<file path="src/rtl/calu_pkg.sv">
// package: operation codes, flag and result types for the 8-bit cpu alu
`timescale 1ns / 1ps
package calu_pkg;

	localparam int unsigned FuncWidth = 4;
	localparam int unsigned DataWidth = 16;
	localparam int unsigned ByteWidth = 8;

	typedef enum logic [FuncWidth-1:0] {
		OP_ADD   = 4'd0,
		OP_ADC   = 4'd1,
		OP_SUB   = 4'd2,
		OP_SBC   = 4'd3,
		OP_AND   = 4'd4,
		OP_XOR   = 4'd5,
		OP_OR    = 4'd6,
		OP_CP    = 4'd7,
		OP_INC   = 4'd8,
		OP_DEC   = 4'd9,
		OP_DAA   = 4'd10,
		OP_CPL   = 4'd11,
		OP_SCF   = 4'd12,
		OP_CCF   = 4'd13,
		OP_ADD16 = 4'd14
	} alu_op_t;

	typedef struct packed {
		logic z;
		logic n;
		logic h;
		logic c;
	} flags_t;

	typedef struct packed {
		logic [DataWidth-1:0] value;
		logic                 wr;
		flags_t               flags;
	} alu_res_t;

	localparam logic [ByteWidth-1:0] DaaHiAdj  = 8'h60;
	localparam logic [ByteWidth-1:0] DaaLoAdj  = 8'h06;
	localparam logic [ByteWidth-1:0] DaaHiMax  = 8'h99;
	localparam logic [3:0]           DaaLoMax  = 4'h9;
	localparam logic [ByteWidth-1:0] ByteOnes  = 8'hff;

endpackage

</file>
<file path="src/rtl/calu_core.sv">
// combinational datapath: value and flags for one operation
`timescale 1ns / 1ps
module calu_core (
	input  calu_pkg::alu_op_t         func,
	input  logic [15:0]               operand_a,
	input  logic [15:0]               operand_b,
	input  calu_pkg::flags_t          flags_in,
	output calu_pkg::alu_res_t        res
);
	import calu_pkg::*;

	logic [7:0]  a8;
	logic [7:0]  b8;
	logic        cin;
	logic [8:0]  sum9;
	logic [4:0]  hsum5;
	logic [8:0]  diff9;
	logic [4:0]  hdiff5;
	logic [7:0]  inc8;
	logic [7:0]  dec8;
	logic [7:0]  daa8;
	logic        daa_c;
	logic [7:0]  and8;
	logic [7:0]  xor8;
	logic [7:0]  or8;
	logic [16:0] sum17;
	logic [12:0] hsum13;

	assign a8  = operand_a[7:0];
	assign b8  = operand_b[7:0];
	assign cin = ((func == OP_ADC) || (func == OP_SBC)) ? flags_in.c : 1'b0;

	assign sum9   = {1'b0, a8} + {1'b0, b8} + {8'd0, cin};
	assign hsum5  = {1'b0, a8[3:0]} + {1'b0, b8[3:0]} + {4'd0, cin};
	assign diff9  = {1'b0, a8} - {1'b0, b8} - {8'd0, cin};
	assign hdiff5 = {1'b0, a8[3:0]} - {1'b0, b8[3:0]} - {4'd0, cin};
	assign inc8   = a8 + 8'd1;
	assign dec8   = a8 - 8'd1;
	assign and8   = a8 & b8;
	assign xor8   = a8 ^ b8;
	assign or8    = a8 | b8;
	assign sum17  = {1'b0, operand_a} + {1'b0, operand_b};
	assign hsum13 = {1'b0, operand_a[11:0]} + {1'b0, operand_b[11:0]};

	// decimal adjust
	always_comb begin
		daa8  = a8;
		daa_c = flags_in.c;
		if (flags_in.n) begin
			daa8 = a8 - (flags_in.c ? DaaHiAdj : 8'd0) - (flags_in.h ? DaaLoAdj : 8'd0);
		end else begin
			if (flags_in.c || (a8 > DaaHiMax)) begin
				daa_c = 1'b1;
			end
			daa8 = a8 + (daa_c ? DaaHiAdj : 8'd0)
				+ ((flags_in.h || (a8[3:0] > DaaLoMax)) ? DaaLoAdj : 8'd0);
		end
	end

	always_comb begin
		res.value   = '0;
		res.wr      = 1'b0;
		res.flags   = flags_in;
		unique case (func)
			OP_ADD, OP_ADC: begin
				res.value = {8'd0, sum9[7:0]};
				res.wr    = 1'b1;
				res.flags = '{z: (sum9[7:0] == 8'd0), n: 1'b0, h: hsum5[4], c: sum9[8]};
			end
			OP_SUB, OP_SBC, OP_CP: begin
				res.value = {8'd0, diff9[7:0]};
				res.wr    = (func != OP_CP);
				res.flags = '{z: (diff9[7:0] == 8'd0), n: 1'b1, h: hdiff5[4], c: diff9[8]};
			end
			OP_AND: begin
				res.value = {8'd0, and8};
				res.wr    = 1'b1;
				res.flags = '{z: (and8 == 8'd0), n: 1'b0, h: 1'b1, c: 1'b0};
			end
			OP_XOR: begin
				res.value = {8'd0, xor8};
				res.wr    = 1'b1;
				res.flags = '{z: (xor8 == 8'd0), n: 1'b0, h: 1'b0, c: 1'b0};
			end
			OP_OR: begin
				res.value = {8'd0, or8};
				res.wr    = 1'b1;
				res.flags = '{z: (or8 == 8'd0), n: 1'b0, h: 1'b0, c: 1'b0};
			end
			OP_INC: begin
				res.value = {8'd0, inc8};
				res.wr    = 1'b1;
				res.flags = '{z: (inc8 == 8'd0), n: 1'b0, h: (a8[3:0] == 4'hf),
					c: flags_in.c};
			end
			OP_DEC: begin
				res.value = {8'd0, dec8};
				res.wr    = 1'b1;
				res.flags = '{z: (dec8 == 8'd0), n: 1'b1, h: (a8[3:0] == 4'h0),
					c: flags_in.c};
			end
			OP_DAA: begin
				res.value = {8'd0, daa8};
				res.wr    = 1'b1;
				res.flags = '{z: (daa8 == 8'd0), n: flags_in.n, h: 1'b0, c: daa_c};
			end
			OP_CPL: begin
				res.value = {8'd0, a8 ^ ByteOnes};
				res.wr    = 1'b1;
				res.flags = '{z: flags_in.z, n: 1'b1, h: 1'b1, c: flags_in.c};
			end
			OP_SCF: begin
				res.flags = '{z: flags_in.z, n: 1'b0, h: 1'b0, c: 1'b1};
			end
			OP_CCF: begin
				res.flags = '{z: flags_in.z, n: 1'b0, h: 1'b0, c: ~flags_in.c};
			end
			OP_ADD16: begin
				res.value = sum17[15:0];
				res.wr    = 1'b1;
				res.flags = '{z: flags_in.z, n: 1'b0, h: hsum13[12], c: sum17[16]};
			end
			default: begin
				res.value = '0;
				res.wr    = 1'b0;
				res.flags = flags_in;
			end
		endcase
	end

endmodule

</file>
<file path="src/rtl/cpu_alu_8bit_with_flags.sv">
// top level: input register, alu datapath, result register
//
// channel  direction  handshake             payload
// command  in         start, busy           func, operand_a, operand_b, *_in flags
// result   out        done (one-cycle beat) result_value, write_result, *_out flags
//
// a beat is taken at every edge with start high; busy stays low
// the command beat passes the input register and then the result register; the result shows for one cycle
// one operation per cycle, set by the single datapath pass between the registers
// reset clears the valid bits only; the result side cannot stall
`timescale 1ns / 1ps
module cpu_alu_8bit_with_flags (
	input  logic        clk,
	input  logic        arst_n,
	input  logic        start,
	output logic        busy,
	input  logic [3:0]  func,
	input  logic [15:0] operand_a,
	input  logic [15:0] operand_b,
	input  logic        zero_in,
	input  logic        subtract_in,
	input  logic        half_in,
	input  logic        carry_in,
	output logic        done,
	output logic [15:0] result_value,
	output logic        write_result,
	output logic        zero_out,
	output logic        subtract_out,
	output logic        half_out,
	output logic        carry_out
);
	import calu_pkg::*;

	logic        valid_s1;
	alu_op_t     func_s1;
	logic [15:0] a_s1;
	logic [15:0] b_s1;
	flags_t      flags_s1;
	alu_res_t    res_comb;
	logic        valid_s2;
	alu_res_t    res_s2;

	assign busy = 1'b0;

	always_ff @(posedge clk or negedge arst_n) begin
		if (!arst_n) begin
			valid_s1 <= 1'b0;
			valid_s2 <= 1'b0;
		end else begin
			valid_s1 <= start;
			valid_s2 <= valid_s1;
		end
	end

	always_ff @(posedge clk) begin
		if (start) begin
			func_s1  <= alu_op_t'(func);
			a_s1     <= operand_a;
			b_s1     <= operand_b;
			flags_s1 <= '{z: zero_in, n: subtract_in, h: half_in, c: carry_in};
		end
		if (valid_s1) begin
			res_s2 <= res_comb;
		end
	end

	calu_core u_core (
		.func      (func_s1),
		.operand_a (a_s1),
		.operand_b (b_s1),
		.flags_in  (flags_s1),
		.res       (res_comb)
	);

	assign done         = valid_s2;
	assign result_value = res_s2.value;
	assign write_result = res_s2.wr;
	assign zero_out     = res_s2.flags.z;
	assign subtract_out = res_s2.flags.n;
	assign half_out     = res_s2.flags.h;
	assign carry_out    = res_s2.flags.c;

endmodule

</file>
<file path="config.mk">
export PLATFORM = sky130hd
export DESIGN_NAME = cpu_alu_8bit_with_flags
export DESIGN_NICKNAME = d
export VERILOG_FILES = /design/src/rtl/calu_pkg.sv /design/src/rtl/calu_core.sv /design/src/rtl/cpu_alu_8bit_with_flags.sv
export SDC_FILE = /design/constraint.sdc
export NUM_CORES = 1
export LEC_CHECK = 0
export BUFFER_PORTS_ARGS = -buffer_cell sky130_fd_sc_hd__buf_2
export CAP_MARGIN = 5
export CORE_MARGIN = 2
export CORE_UTILIZATION = 59
export CTS_CLUSTER_DIAMETER = 100
export DETAILED_ROUTE_END_ITERATION = 10
export HOLD_SLACK_MARGIN = 0.03
export PLACE_DENSITY = 0.92
export SYNTH_ARGS = -nofsm -noshare
export SYNTH_HDL_FRONTEND = slang
export SYNTH_HIERARCHICAL = 1
export SYNTH_SLANG_ARGS = --single-unit
</file>
<file path="constraint.sdc">
create_clock -name clk -period 4.6 [get_ports clk]
set_clock_uncertainty 0.1 [all_clocks]
set_input_delay 0.92 -clock clk [delete_from_list [all_inputs] [get_ports clk]]
set_output_delay 0.92 -clock clk [all_outputs]
set_load 0.005 [all_outputs]
</file>
==> PnR_summary.wiki, run 1 <==
{| class="wikitable"
! Metric !! Value
|-
| Required time at the endpoint of the critical path || 4.57 ns
|-
| DRT iter0 DRCs || 409
|-
| Distinct cell type count after synthesis || 67
|-
| Clock edge transition at the registers on the reported setup and hold paths || 0.08 ns
|-
| Maximum number of pins on one net before global-route repair || 42
|-
| Switching share of power || 0.357
|-
| Worst slew margin || 0.369
|-
| Critical register-to-register path endpoint || result_value[5]
|-
| Initial core utilization || 0.616
|-
| Remaining antenna violation count || 0
|-
| Number of synthesized register bits || 63
|-
| WL per Instance || 22.8 um
|-
| Sink Count || 63
|-
| Port Buffers || 64
|-
| Buf/Inv on CP || 1
|-
| Combinational cell fraction of total power || 0.350
|-
| H-tree depth || 3
|-
| Overall Power || 1.98 mW
|-
| Residual DRC count || 0
|-
| Highest fanout seen on the critical path || 15
|-
| # hold bufs at CTS || 0
|-
| Sort of element at the end of the critical path || flop
|-
| Type of the most critical hold path || in2async
|-
| HPWL after detailed placement || 12200 um
|-
| Number of nets produced by synthesis || 626
|-
| Final Cycle Share || 0.859
|-
| Number of max-capacitance violations reported || 0
|-
| Number of buffers between clock root and the deepest sink || 2
|-
| Netlist area before placement || 5110 sq um
|-
| Die Outline Area || 9420 sq um
|-
| Unrepaired setup endpoints after global routing || false
|-
| Area added between synthesis and finish || 11.8%
|-
| Uppermost signal routing layer after detailed routing || met4
|-
| Total cell area at the placement stage || 5500 sq um
|-
| Core Region || 8300 sq um
|-
| Standard cell with the maximum stage delay on the critical path || sky130_fd_sc_hd__edfxtp_1
|-
| Share of flip-flops with an asynchronous set or reset || 0.0317
|-
| Mapped Cells || 523
|-
| Area used by multi-input combinational logic || 2990 sq um
|-
| Minimum setup slack among reg-to-reg paths || 0.65 ns
|-
| Count of endpoints failing hold in the final timing report || 0
|-
| Detailed-routing iteration count for the pre-antenna-repair pass || 5
|-
| GP Congestion || 0.994
|-
| Setup violations, final || 0
|-
| Area taken by flip-flops and latches || 1880 sq um
|-
| Clock tree from TritonCTS || done
|-
| R2R cell count || 9
|-
| Total CTS buffers || 9
|-
| Count of flip-flops with a built-in enable after synthesis || 61
|-
| Total grt overflow || 0
|-
| Most frequent standard cell in the layout excluding fill and tap cells || sky130_fd_sc_hd__buf_2
|-
| Cells along the critical path || inv_1, ha_1, ha_1, a21o_1, a31oi_1, xor2_1, nor2_1, nor4_1, o221ai_1
|-
| Total number of vias || 4581
|-
| Period minus WS final || 3.95 ns
|-
| Leakage power figure || 2.35 nW
|-
| Skew-Pair Late Insertion Delay || 0.35 ns
|-
| Actual transition at the worst max-transition pin || 0.947 ns
|-
| Most used cell, CP || sky130_fd_sc_hd__ha_1
|-
| Post-synthesis average cell area || 9.77 sq um
|-
| Max Slew Vio Count || 0
|-
| Total number of nets in the final design || 684
|-
| # resized after CTS || 0
|-
| Worst path max stage delay || 0.71 ns
|-
| Wirelength, routed || 15800 um
|-
| Initial antenna violation count || 1
|-
| Internal power component || 1.27 mW
|-
| Top_reg_cell synth || sky130_fd_sc_hd__edfxtp_1
|-
| Total GRT Usage || 0.335
|-
| Top library cells by usage in the layout, fill and taps aside || 64 x sky130_fd_sc_hd__buf_2, 61 x sky130_fd_sc_hd__edfxtp_1, 54 x sky130_fd_sc_hd__ha_1
|-
| Total met3 wirelength after detailed routing || 1540 um
|-
| Highest Clock Rate || 253 MHz
|-
| Cell family contributing the most delay on the critical path || adder cells
|-
| Number of vias per cell || 6.62
|-
| Number of global-route vias before repair || 4514
|-
| Count of fill cells added during filler insertion || 642
|-
| Number of warnings issued by yosys || 6
|-
| Met2 wire len || 7290 um
|-
| Power per standard cell area || 347 nW/um^2
|-
| Switching power || 709 uW
|-
| Total number of placement rows || 33
|-
| Post-Route M1 WL || 6340 um
|-
| Setup Fix Bufs, Post-CTS || 0
|-
| Proportion of layout cells with a drive suffix above 1 || 0.169
|-
| Worst reg2reg startpoint || a_s1[4]
|-
| Highest ir drop seen on vdd || 211 uV
|-
| Worst slack on hold paths || 0.245 ns
|-
| Sequential Power Share || 0.376
|-
| Outcome || complete, no violations
|-
| Crit Path Class || reg2reg
|-
| Final total negative setup slack || 0 ns
|-
| Number of ports placed on the die boundary || 66
|-
| Worst setup SP type || flop
|-
| First-pass GRT wire length || 24300 um
|-
| Post-layout util || 0.688
|-
| Die height || 97.1 um
|-
| Arrival time of the worst setup path || 3.93 ns
|-
| Clock root buffer || sky130_fd_sc_hd__clkbuf_8
|-
| Horizontal die dimension || 97.1 um
|-
| Proportion of power drawn by the clock network || 0.274
|-
| Portion of the post-synthesis area used by sequential elements || 0.368
|-
| Finished layout cell area || 5710 sq um
|}
[worst register-to-register path: cells and delay by family (launching register included)]
family	cells	cell delay (ns)
fa+ha+maj	2	1.10
flops	1	0.71
compound gates	3	0.65
simple gates	2	0.59
xor+xnor	1	0.31
buf+inv	1	0.23
[layout make-up]
class	count	share of cell area
diodes	1	0.000438
clock buffers	10	0.0223
clock inverters	6	0.0147
inverters	31	0.0204
multi-input cells	404	0.523
flip-flops and latches	63	0.329
well taps	105	0.0230
repair buffers	72	0.0666
[cell families (layout without fill, tap and decap cells)]
logic type,Yosys count,after routing,synth area share
flip-flops,63,63,0.368
XOR/XNOR,47,47,0.0806
multiplexers,8,8,0.0157
other,1,2,0.000734
AND/OR/NAND/NOR,149,149,0.148
buffers and inverters,56,119,0.0470
AO/OA/AOI/OAI,139,139,0.184
adder cells (fa/ha/maj),60,60,0.156
[cells in the mapped netlist (all sizes together) (9+ instances only)]
master,count,share of area
a21o,13,0.019
nand2,31,0.023
nor4,10,0.013
buf,14,0.016
o21ai,32,0.031
nor2,41,0.030
ha,54,0.13
nand3,15,0.015
nor3,10,0.011
inv,31,0.023
a21oi,28,0.028
a31oi,9,0.011
clkbuf,11,0.0081
nand4,9,0.011
xor2,19,0.033
edfxtp,61,0.36
xnor2,28,0.048
[how the worst max path moves through the flow]
stage	startpoint	to	slack [ns]	depth (start not counted)
floorplan	a_s1[1]	result_value[5]	1.33	15
global placement	a_s1[4]	result_value[5]	0.94	9
detailed placement	a_s1[1]	result_value[5]	0.85	14
CTS	a_s1[4]	result_value[5]	0.83	9
global route	a_s1[1]	result_value[5]	0.45	14
finish	a_s1[4]	result_value[5]	0.65	9
[flip-flops by register name, indices dropped and copies added (netlist names), 4 cells and up]
signal and cells:
flags_s1 4, func_s1 4, a_s1 16, result_value 16
b_s1 16
[power groups by stage]
| stage | combinational, mW | clock, mW | sequential (mW) |
|---|---|---|---|
| 2_1_floorplan | 0.471 | 0 | 0.742 |
| 3_3_place_gp | 0.656 | 0 | 0.755 |
| 3_5_place_dp | 0.669 | 0 | 0.758 |
| 4_1_cts | 0.674 | 0.548 | 0.746 |
| 5_1_grt | 0.745 | 0.568 | 0.753 |
| 6_report | 0.695 | 0.543 | 0.746 |
[stage by stage]
| stage | instances | setup WS, ns |
|---|---|---|
| floorplan | 523 | 1.33 |
| global placement | 675 | 0.944 |
| detailed placement | 675 | 0.849 |
| CTS | 691 | 0.826 |
| global route | 691 | 0.455 |
| finish | 692 | 0.648 |
[metal layers]
| metal | up-vias | track usage |
|---|---|---|
| li1 | 2049 | - |
| met1 | 2195 | 0.436 |
| met2 | 278 | 0.535 |
| met3 | 59 | 0.0777 |
| met4 | 0 | 0.151 |
| met5 | - | 0 |
(Power assumes the default switching activity.)
==> inputs of run 2 (changes only) <==
--- a/config.mk
+++ b/config.mk
@@ -8,11 +8,11 @@
 export BUFFER_PORTS_ARGS = -buffer_cell sky130_fd_sc_hd__buf_2
 export CAP_MARGIN = 5
 export CORE_MARGIN = 2
-export CORE_UTILIZATION = 59
+export CORE_UTILIZATION = 35
 export CTS_CLUSTER_DIAMETER = 100
 export DETAILED_ROUTE_END_ITERATION = 10
 export HOLD_SLACK_MARGIN = 0.03
-export PLACE_DENSITY = 0.92
+export PLACE_DENSITY = 0.64
 export SYNTH_ARGS = -nofsm -noshare
 export SYNTH_HDL_FRONTEND = slang
 export SYNTH_HIERARCHICAL = 1
==> run 2 against run 1 <==
Clock-buffer cell count grew 2; total power grew 6.5%; largest power group unchanged; final cell count grew 11%; sequential power grew 0.5%.
==> PnR_summary.wiki, run 2 (synthesis gave the netlist of run 1 again) <==
{| class="wikitable"
! Metric !! Value
|-
| Wirelength, routed || 16000 um
|-
| Total cell area at the placement stage || 5600 sq um
|-
| Area used by multi-input combinational logic || 2990 sq um
|-
| Maximum number of pins on one net before global-route repair || 42
|-
| Type of the most critical hold path || in2async
|-
| Period minus WS final || 3.75 ns
|-
| Number of vias per cell || 5.90
|-
| Overall Power || 2.11 mW
|-
| GP Congestion || 0.983
|-
| Number of max-capacitance violations reported || 0
|-
| Area added between synthesis and finish || 15.1%
|-
| Number of global-route vias before repair || 4486
|-
| Detailed-routing iteration count for the pre-antenna-repair pass || 5
|-
| Finished layout cell area || 5880 sq um
|-
| Highest ir drop seen on vdd || 166 uV
|-
| Most used cell, CP || sky130_fd_sc_hd__nor2_1
|-
| Number of ports placed on the die boundary || 66
|-
| Number of buffers between clock root and the deepest sink || 2
|-
| # resized after CTS || 0
|-
| Die height || 125 um
|-
| Proportion of layout cells with a drive suffix above 1 || 0.169
|-
| Residual DRC count || 0
|-
| Sort of element at the end of the critical path || flop
|-
| Worst reg2reg startpoint || a_s1[1]
|-
| First-pass GRT wire length || 25200 um
|-
| Total number of vias || 4547
|-
| Final Cycle Share || 0.816
|-
| Outcome || complete, no violations
|-
| Initial antenna violation count || 1
|-
| Remaining antenna violation count || 0
|-
| Actual transition at the worst max-transition pin || 0.971 ns
|-
| Arrival time of the worst setup path || 3.72 ns
|-
| Sink Count || 63
|-
| Max Slew Vio Count || 0
|-
| Total CTS buffers || 9
|-
| Minimum setup slack among reg-to-reg paths || 0.85 ns
|-
| Leakage power figure || 2.38 nW
|-
| Total number of placement rows || 44
|-
| Switching power || 721 uW
|-
| Switching share of power || 0.341
|-
| Internal power component || 1.39 mW
|-
| H-tree depth || 3
|-
| Combinational cell fraction of total power || 0.328
|-
| Required time at the endpoint of the critical path || 4.57 ns
|-
| Proportion of power drawn by the clock network || 0.317
|-
| Unrepaired setup endpoints after global routing || false
|-
| Worst path max stage delay || 0.62 ns
|-
| Setup violations, final || 0
|-
| Cells along the critical path || inv_1, ha_1, nor2_1, nor2_1, o21bai_1, ha_1, fa_1, nand3_1, xor2_1, nor2_1, a21oi_2, nor2_1, nor4_1, o221ai_1
|-
| Top library cells by usage in the layout, fill and taps aside || 64 x sky130_fd_sc_hd__buf_2, 61 x sky130_fd_sc_hd__edfxtp_1, 54 x sky130_fd_sc_hd__ha_1
|-
| # hold bufs at CTS || 0
|-
| Clock root buffer || sky130_fd_sc_hd__clkbuf_16
|-
| DRT iter0 DRCs || 366
|-
| Highest Clock Rate || 266 MHz
|-
| HPWL after detailed placement || 12000 um
|-
| Initial core utilization || 0.354
|-
| Power per standard cell area || 359 nW/um^2
|-
| Clock edge transition at the registers on the reported setup and hold paths || 0.06 ns
|-
| Area taken by flip-flops and latches || 1880 sq um
|-
| Setup Fix Bufs, Post-CTS || 0
|-
| Worst setup SP type || flop
|-
| Die Outline Area || 15600 sq um
|-
| Clock tree from TritonCTS || done
|-
| Worst slew margin || 0.343
|-
| Most frequent standard cell in the layout excluding fill and tap cells || sky130_fd_sc_hd__buf_2
|-
| Highest fanout seen on the critical path || 14
|-
| Port Buffers || 64
|-
| Crit Path Class || reg2reg
|-
| R2R cell count || 14
|-
| Critical register-to-register path endpoint || result_value[5]
|-
| Sequential Power Share || 0.355
|-
| Final total negative setup slack || 0 ns
|-
| Buf/Inv on CP || 1
|-
| Count of fill cells added during filler insertion || 1410
|-
| Number of logic stages on the critical path including buffering || 14
|-
| WL per Instance || 20.8 um
|-
| Total number of nets in the final design || 684
|-
| Count of endpoints failing hold in the final timing report || 0
|-
| Core Region || 14400 sq um
|-
| Total GRT Usage || 0.209
|-
| Worst setup path startpoint || a_s1[1]
|-
| Horizontal die dimension || 125 um
|-
| Skew-Pair Late Insertion Delay || 0.35 ns
|-
| Cell family contributing the most delay on the critical path || adder cells
|-
| Total grt overflow || 0
|-
| Standard cell with the maximum stage delay on the critical path || sky130_fd_sc_hd__edfxtp_1
|-
| End point of the critical path || result_value[5]
|}
## run 2: routing by layer
layer,track usage,routed length [um]
met1,0.269,6570
met2,0.329,7240
met3,0.0498,1490
met4,0.103,703
met5,0,0
## run 2: how the worst min path moves through the flow
| stage | start | to | slack [ns] | depth (start not counted) |
|---|---|---|---|---|
| floorplan | arst_n | done | 0.52 | 0 |
| global placement | arst_n | valid_s1 | 0.61 | 1 |
| detailed placement | arst_n | valid_s1 | 0.61 | 1 |
| CTS | arst_n | valid_s1 | 0.24 | 1 |
| global route | arst_n | done | 0.25 | 1 |
| finish | arst_n | valid_s1 | 0.25 | 1 |
## run 2: area by class of cell
cell class,count,share of cell area
multi-input cells,404,0.508
flip-flops and latches,63,0.320
repair buffers,72,0.0647
clock buffers,12,0.0402
well taps,184,0.0391
inverters,31,0.0198
clock inverters,4,0.00808
diodes,1,0.000425
## run 2: metrics by stage
stage | hold slack, ns | utilization | setup slack, ns | cells
after detailed placement | 0.614 | 0.388 | 0.927 | 754
after CTS | 0.241 | 0.408 | 0.916 | 770
final | 0.249 | 0.408 | 0.846 | 771
after global placement | 0.612 | 0.388 | 0.978 | 754
after floorplan | 0.524 | - | 1.33 | 523
after global routing | 0.245 | 0.408 | 0.523 | 771
## run 2: power by group through the flow
stage          combinational, mW  sequential [mW]  clock, mW
3_3_place_gp               0.674            0.761          0
6_report                   0.693            0.750      0.670
3_5_place_dp               0.669            0.762          0
5_1_grt                    0.751            0.758      0.709
4_1_cts                    0.674            0.751      0.681
2_1_floorplan              0.471            0.742          0
==> inputs of run 3 (changes only) <==
--- a/config.mk
+++ b/config.mk
@@ -5,6 +5,7 @@
 export SDC_FILE = /design/constraint.sdc
 export NUM_CORES = 1
 export LEC_CHECK = 0
+export ABC_AREA = 1
 export BUFFER_PORTS_ARGS = -buffer_cell sky130_fd_sc_hd__buf_2
 export CAP_MARGIN = 5
 export CORE_MARGIN = 2
==> constraint.sdc (replaced) <==
create_clock -name clk -period 3.7 [get_ports clk]
set_clock_uncertainty 0.1 [all_clocks]
set_input_delay 0.74 -clock clk [delete_from_list [all_inputs] [get_ports clk]]
set_output_delay 0.74 -clock clk [all_outputs]
set_load 0.005 [all_outputs]
==> run 3 against run 2 <==
Non-clock buffer count unchanged; sequential power grew 21%; die area up 6.4%; first-iteration DRC count is 40% higher; global-route usage fell by 0.22 points; hold slack worse by 0.18 ns; wire length rose by 4.7%; total power rose by 24%; clock-buffer cell count fell by 2; utilization grew 0.35 points; sequential cell count did not move.
==> PnR_summary.wiki, run 3 <==
{| class="wikitable"
! Metric !! Value
|-
| Mapped Cells || 724
|-
| Setup violations, final || 0
|-
| Cell taking the most area after synthesis || sky130_fd_sc_hd__edfxtp_1
|-
| Post-synthesis average cell area || 7.53 sq um
|-
| Count of flip-flops with a built-in enable after synthesis || 61
|-
| Clock tree from TritonCTS || done
|-
| Power per standard cell area || 418 nW/um^2
|-
| WL per Instance || 17.0 um
|-
| Period minus WS final || 3.21 ns
|-
| Top cell type's share of synthesized area || 0.336
|-
| Portion of the post-synthesis area used by sequential elements || 0.345
|-
| Overall Power || 2.62 mW
|-
| Top cell types by occurrence after synthesis || 183 x sky130_fd_sc_hd__nand2_1, 98 x sky130_fd_sc_hd__inv_1, 77 x sky130_fd_sc_hd__nor2_1
|-
| Cell family contributing the most delay on the critical path || simple AND/OR/NAND/NOR gates
|-
| Clock edge transition at the registers on the reported setup and hold paths || 0.05 ns
|-
| Number of ports placed on the die boundary || 66
|-
| Number of max-capacitance violations reported || 0
|-
| Total grt overflow || 0
|-
| Crit Path Class || reg2reg
|-
| Actual transition at the worst max-transition pin || 0.967 ns
|-
| Top library cells by usage in the layout, fill and taps aside || 183 x sky130_fd_sc_hd__nand2_1, 98 x sky130_fd_sc_hd__inv_1, 77 x sky130_fd_sc_hd__nor2_1
|-
| Worst path max stage delay || 0.55 ns
|-
| Antenna Diode Count || 0
|-
| H-tree depth || 3
|-
| Sink Count || 63
|-
| Final total negative setup slack || 0 ns
|-
| Area added between synthesis and finish || 14.7%
|-
| Number of nets produced by synthesis || 827
|-
| Worst setup path startpoint || a_s1[3]
|-
| Residual DRC count || 0
|-
| Top_reg_cell synth || sky130_fd_sc_hd__edfxtp_1
|-
| Horizontal die dimension || 129 um
|-
| Number of vias per cell || 5.36
|-
| Arrival time of the worst setup path || 3.33 ns
|-
| Detailed-routing iteration count for the pre-antenna-repair pass || 5
|-
| Skew-Pair Late Insertion Delay || 0.35 ns
|-
| Port Buffers || 64
|-
| Area taken by flip-flops and latches || 1880 sq um
|-
| Cells along the critical path || clkinv_1, nor3_1, o21ai_0, ha_1, fa_1, or2_2, nand2_1, nand2_1, nor2_1, nand3_1, nor2_1, nand3_1, nand4_1
|-
| Maximum number of pins on one net before global-route repair || 42
|-
| Total number of nets in the final design || 895
|-
| Setup Fix Bufs, Post-CTS || 0
|-
| HPWL after detailed placement || 13500 um
|-
| Highest Clock Rate || 311 MHz
|-
| Buf/Inv on CP || 1
|-
| Leakage power figure || 2.96 nW
|-
| Number of synthesized register bits || 63
|-
| Highest ir drop seen on vdd || 211 uV
|-
| Number of global-route vias before repair || 4789
|-
| # hold bufs at CTS || 0
|-
| Worst reg2reg startpoint || a_s1[3]
|-
| Sort of element at the end of the critical path || flop
|-
| Core Region || 15200 sq um
|-
| Place WS || 0.526 ns
|-
| Unrepaired setup endpoints after global routing || false
|-
| Total CTS buffers || 9
|-
| Total number of placement rows || 45
|-
| Proportion of layout cells with a drive suffix above 1 || 0.124
|-
| Initial core utilization || 0.359
|-
| Most numerous cell in the Yosys netlist || sky130_fd_sc_hd__nand2_1
|-
| End point of the critical path || zero_out
|-
| Total number of vias || 5278
|-
| Count of endpoints failing hold in the final timing report || 0
|-
| Number of warnings issued by yosys || 6
|-
| Distinct cell type count after synthesis || 43
|-
| Top cells by area in the synthesized netlist || sky130_fd_sc_hd__edfxtp_1 34%, sky130_fd_sc_hd__nand2_1 13%, sky130_fd_sc_hd__ha_1 12%, sky130_fd_sc_hd__inv_1 6.7%, sky130_fd_sc_hd__nand3_1 6.6%
|-
| Worst setup SP type || flop
|-
| Die height || 129 um
|-
| Number of logic stages on the critical path including buffering || 13
|-
| Worst slew margin || 0.355
|-
| Share of flip-flops with an asynchronous set or reset || 0.0317
|-
| Standard cell with the maximum stage delay on the critical path || sky130_fd_sc_hd__edfxtp_1
|-
| Remaining antenna violation count || 0
|-
| Outcome || complete, no violations
|-
| Netlist area before placement || 5450 sq um
|-
| Final Cycle Share || 0.868
|-
| Max Slew Vio Count || 0
|-
| Critical register-to-register path endpoint || zero_out
|-
| Minimum setup slack among reg-to-reg paths || 0.49 ns
|-
| Number of buffers between clock root and the deepest sink || 2
|-
| Most frequent standard cell in the layout excluding fill and tap cells || sky130_fd_sc_hd__nand2_1
|-
| Die Outline Area || 16600 sq um
|-
| Area used by multi-input combinational logic || 3100 sq um
|-
| GP Congestion || 1.01
|-
| Initial antenna violation count || 0
|-
| Clock root buffer || sky130_fd_sc_hd__clkbuf_16
|-
| Total GRT Usage || 0.207
|-
| R2R cell count || 13
|-
| DRT iter0 DRCs || 514
|-
| Min setup slack post-route || 0.487 ns
|-
| # resized after CTS || 0
|-
| Type of the most critical hold path || in2async
|-
| First-pass GRT wire length || 25700 um
|-
| Wirelength, routed || 16700 um
|-
| Required time at the endpoint of the critical path || 3.81 ns
|-
| Count of fill cells added during filler insertion || 1594
|-
| Highest fanout seen on the critical path || 10
|}
-- run 3: cell types whose count changed after synthesis, moves of 8 or more --
| cell | before | now |
|---|---|---|
| sky130_fd_sc_hd__a21o_1 | 13 | 0 |
| sky130_fd_sc_hd__a21oi_1 | 27 | 37 |
| sky130_fd_sc_hd__clkbuf_1 | 11 | 2 |
| sky130_fd_sc_hd__inv_1 | 30 | 98 |
| sky130_fd_sc_hd__mux2i_1 | 8 | 0 |
| sky130_fd_sc_hd__nand2_1 | 31 | 183 |
| sky130_fd_sc_hd__nand3_1 | 15 | 72 |
| sky130_fd_sc_hd__nand4_1 | 9 | 17 |
| sky130_fd_sc_hd__nor2_1 | 41 | 77 |
| sky130_fd_sc_hd__nor2b_1 | 8 | 0 |
| sky130_fd_sc_hd__o21ai_0 | 30 | 21 |
| sky130_fd_sc_hd__xnor2_1 | 28 | 4 |
| sky130_fd_sc_hd__xor2_1 | 19 | 9 |
-- run 3: cell type report --
class | instances | share of cell area
Clock buffer | 10 | 0.0366
Clock inverter | 5 | 0.00800
Inverter | 101 | 0.0606
Multi-Input combinational cell | 545 | 0.495
Sequential cell | 63 | 0.301
Tap cell | 188 | 0.0376
Timing Repair Buffer | 72 | 0.0608
-- run 3: worst min path at each step --
stage | start | end | depth (start not counted)
after floorplan | arst_n | done | 0
after global placement | arst_n | done | 1
final | arst_n | valid_s1 | 1
after global routing | arst_n | valid_s1 | 1
after CTS | arst_n | valid_s1 | 1
after detailed placement | arst_n | done | 1
-- run 3: logic make-up (layout without fill, tap and decap cells) --
group           after synthesis  after routing  synth area share
simple gates                376            376             0.298
compound gates               95             95             0.103
flops                        63             63             0.345
other cells                   1              1          0.000688
fa+ha+maj                    60             60             0.146
xor+xnor                     13             13            0.0209
buf+inv                     116            188            0.0863
-- run 3: power by group --
group / switching, mW / internal, mW / total (mW)
combinational: 0.590 / 0.302 / 0.892
clock: 0.304 / 0.511 / 0.815
sequential: 0.0416 / 0.867 / 0.909
-- run 3: per-layer routing --
layer	vias up	wire length, um	global-route usage
met5	-	0	0
met4	0	571	0.102
met3	35	1440	0.0362
met2	237	7310	0.316
met1	2441	7420	0.282
li1	2565	-	-
-- run 3: through the flow --
step | hold WS [ns] | utilization | std cells | cell area (sq um)
global placement | 0.426 | 0.393 | 969 | 5970
CTS | 0.0574 | 0.411 | 984 | 6250
finish | 0.0674 | 0.411 | 984 | 6250
global route | 0.0659 | 0.411 | 984 | 6250
detailed placement | 0.426 | 0.393 | 969 | 5970
floorplan | 0.344 | - | 724 | 5450
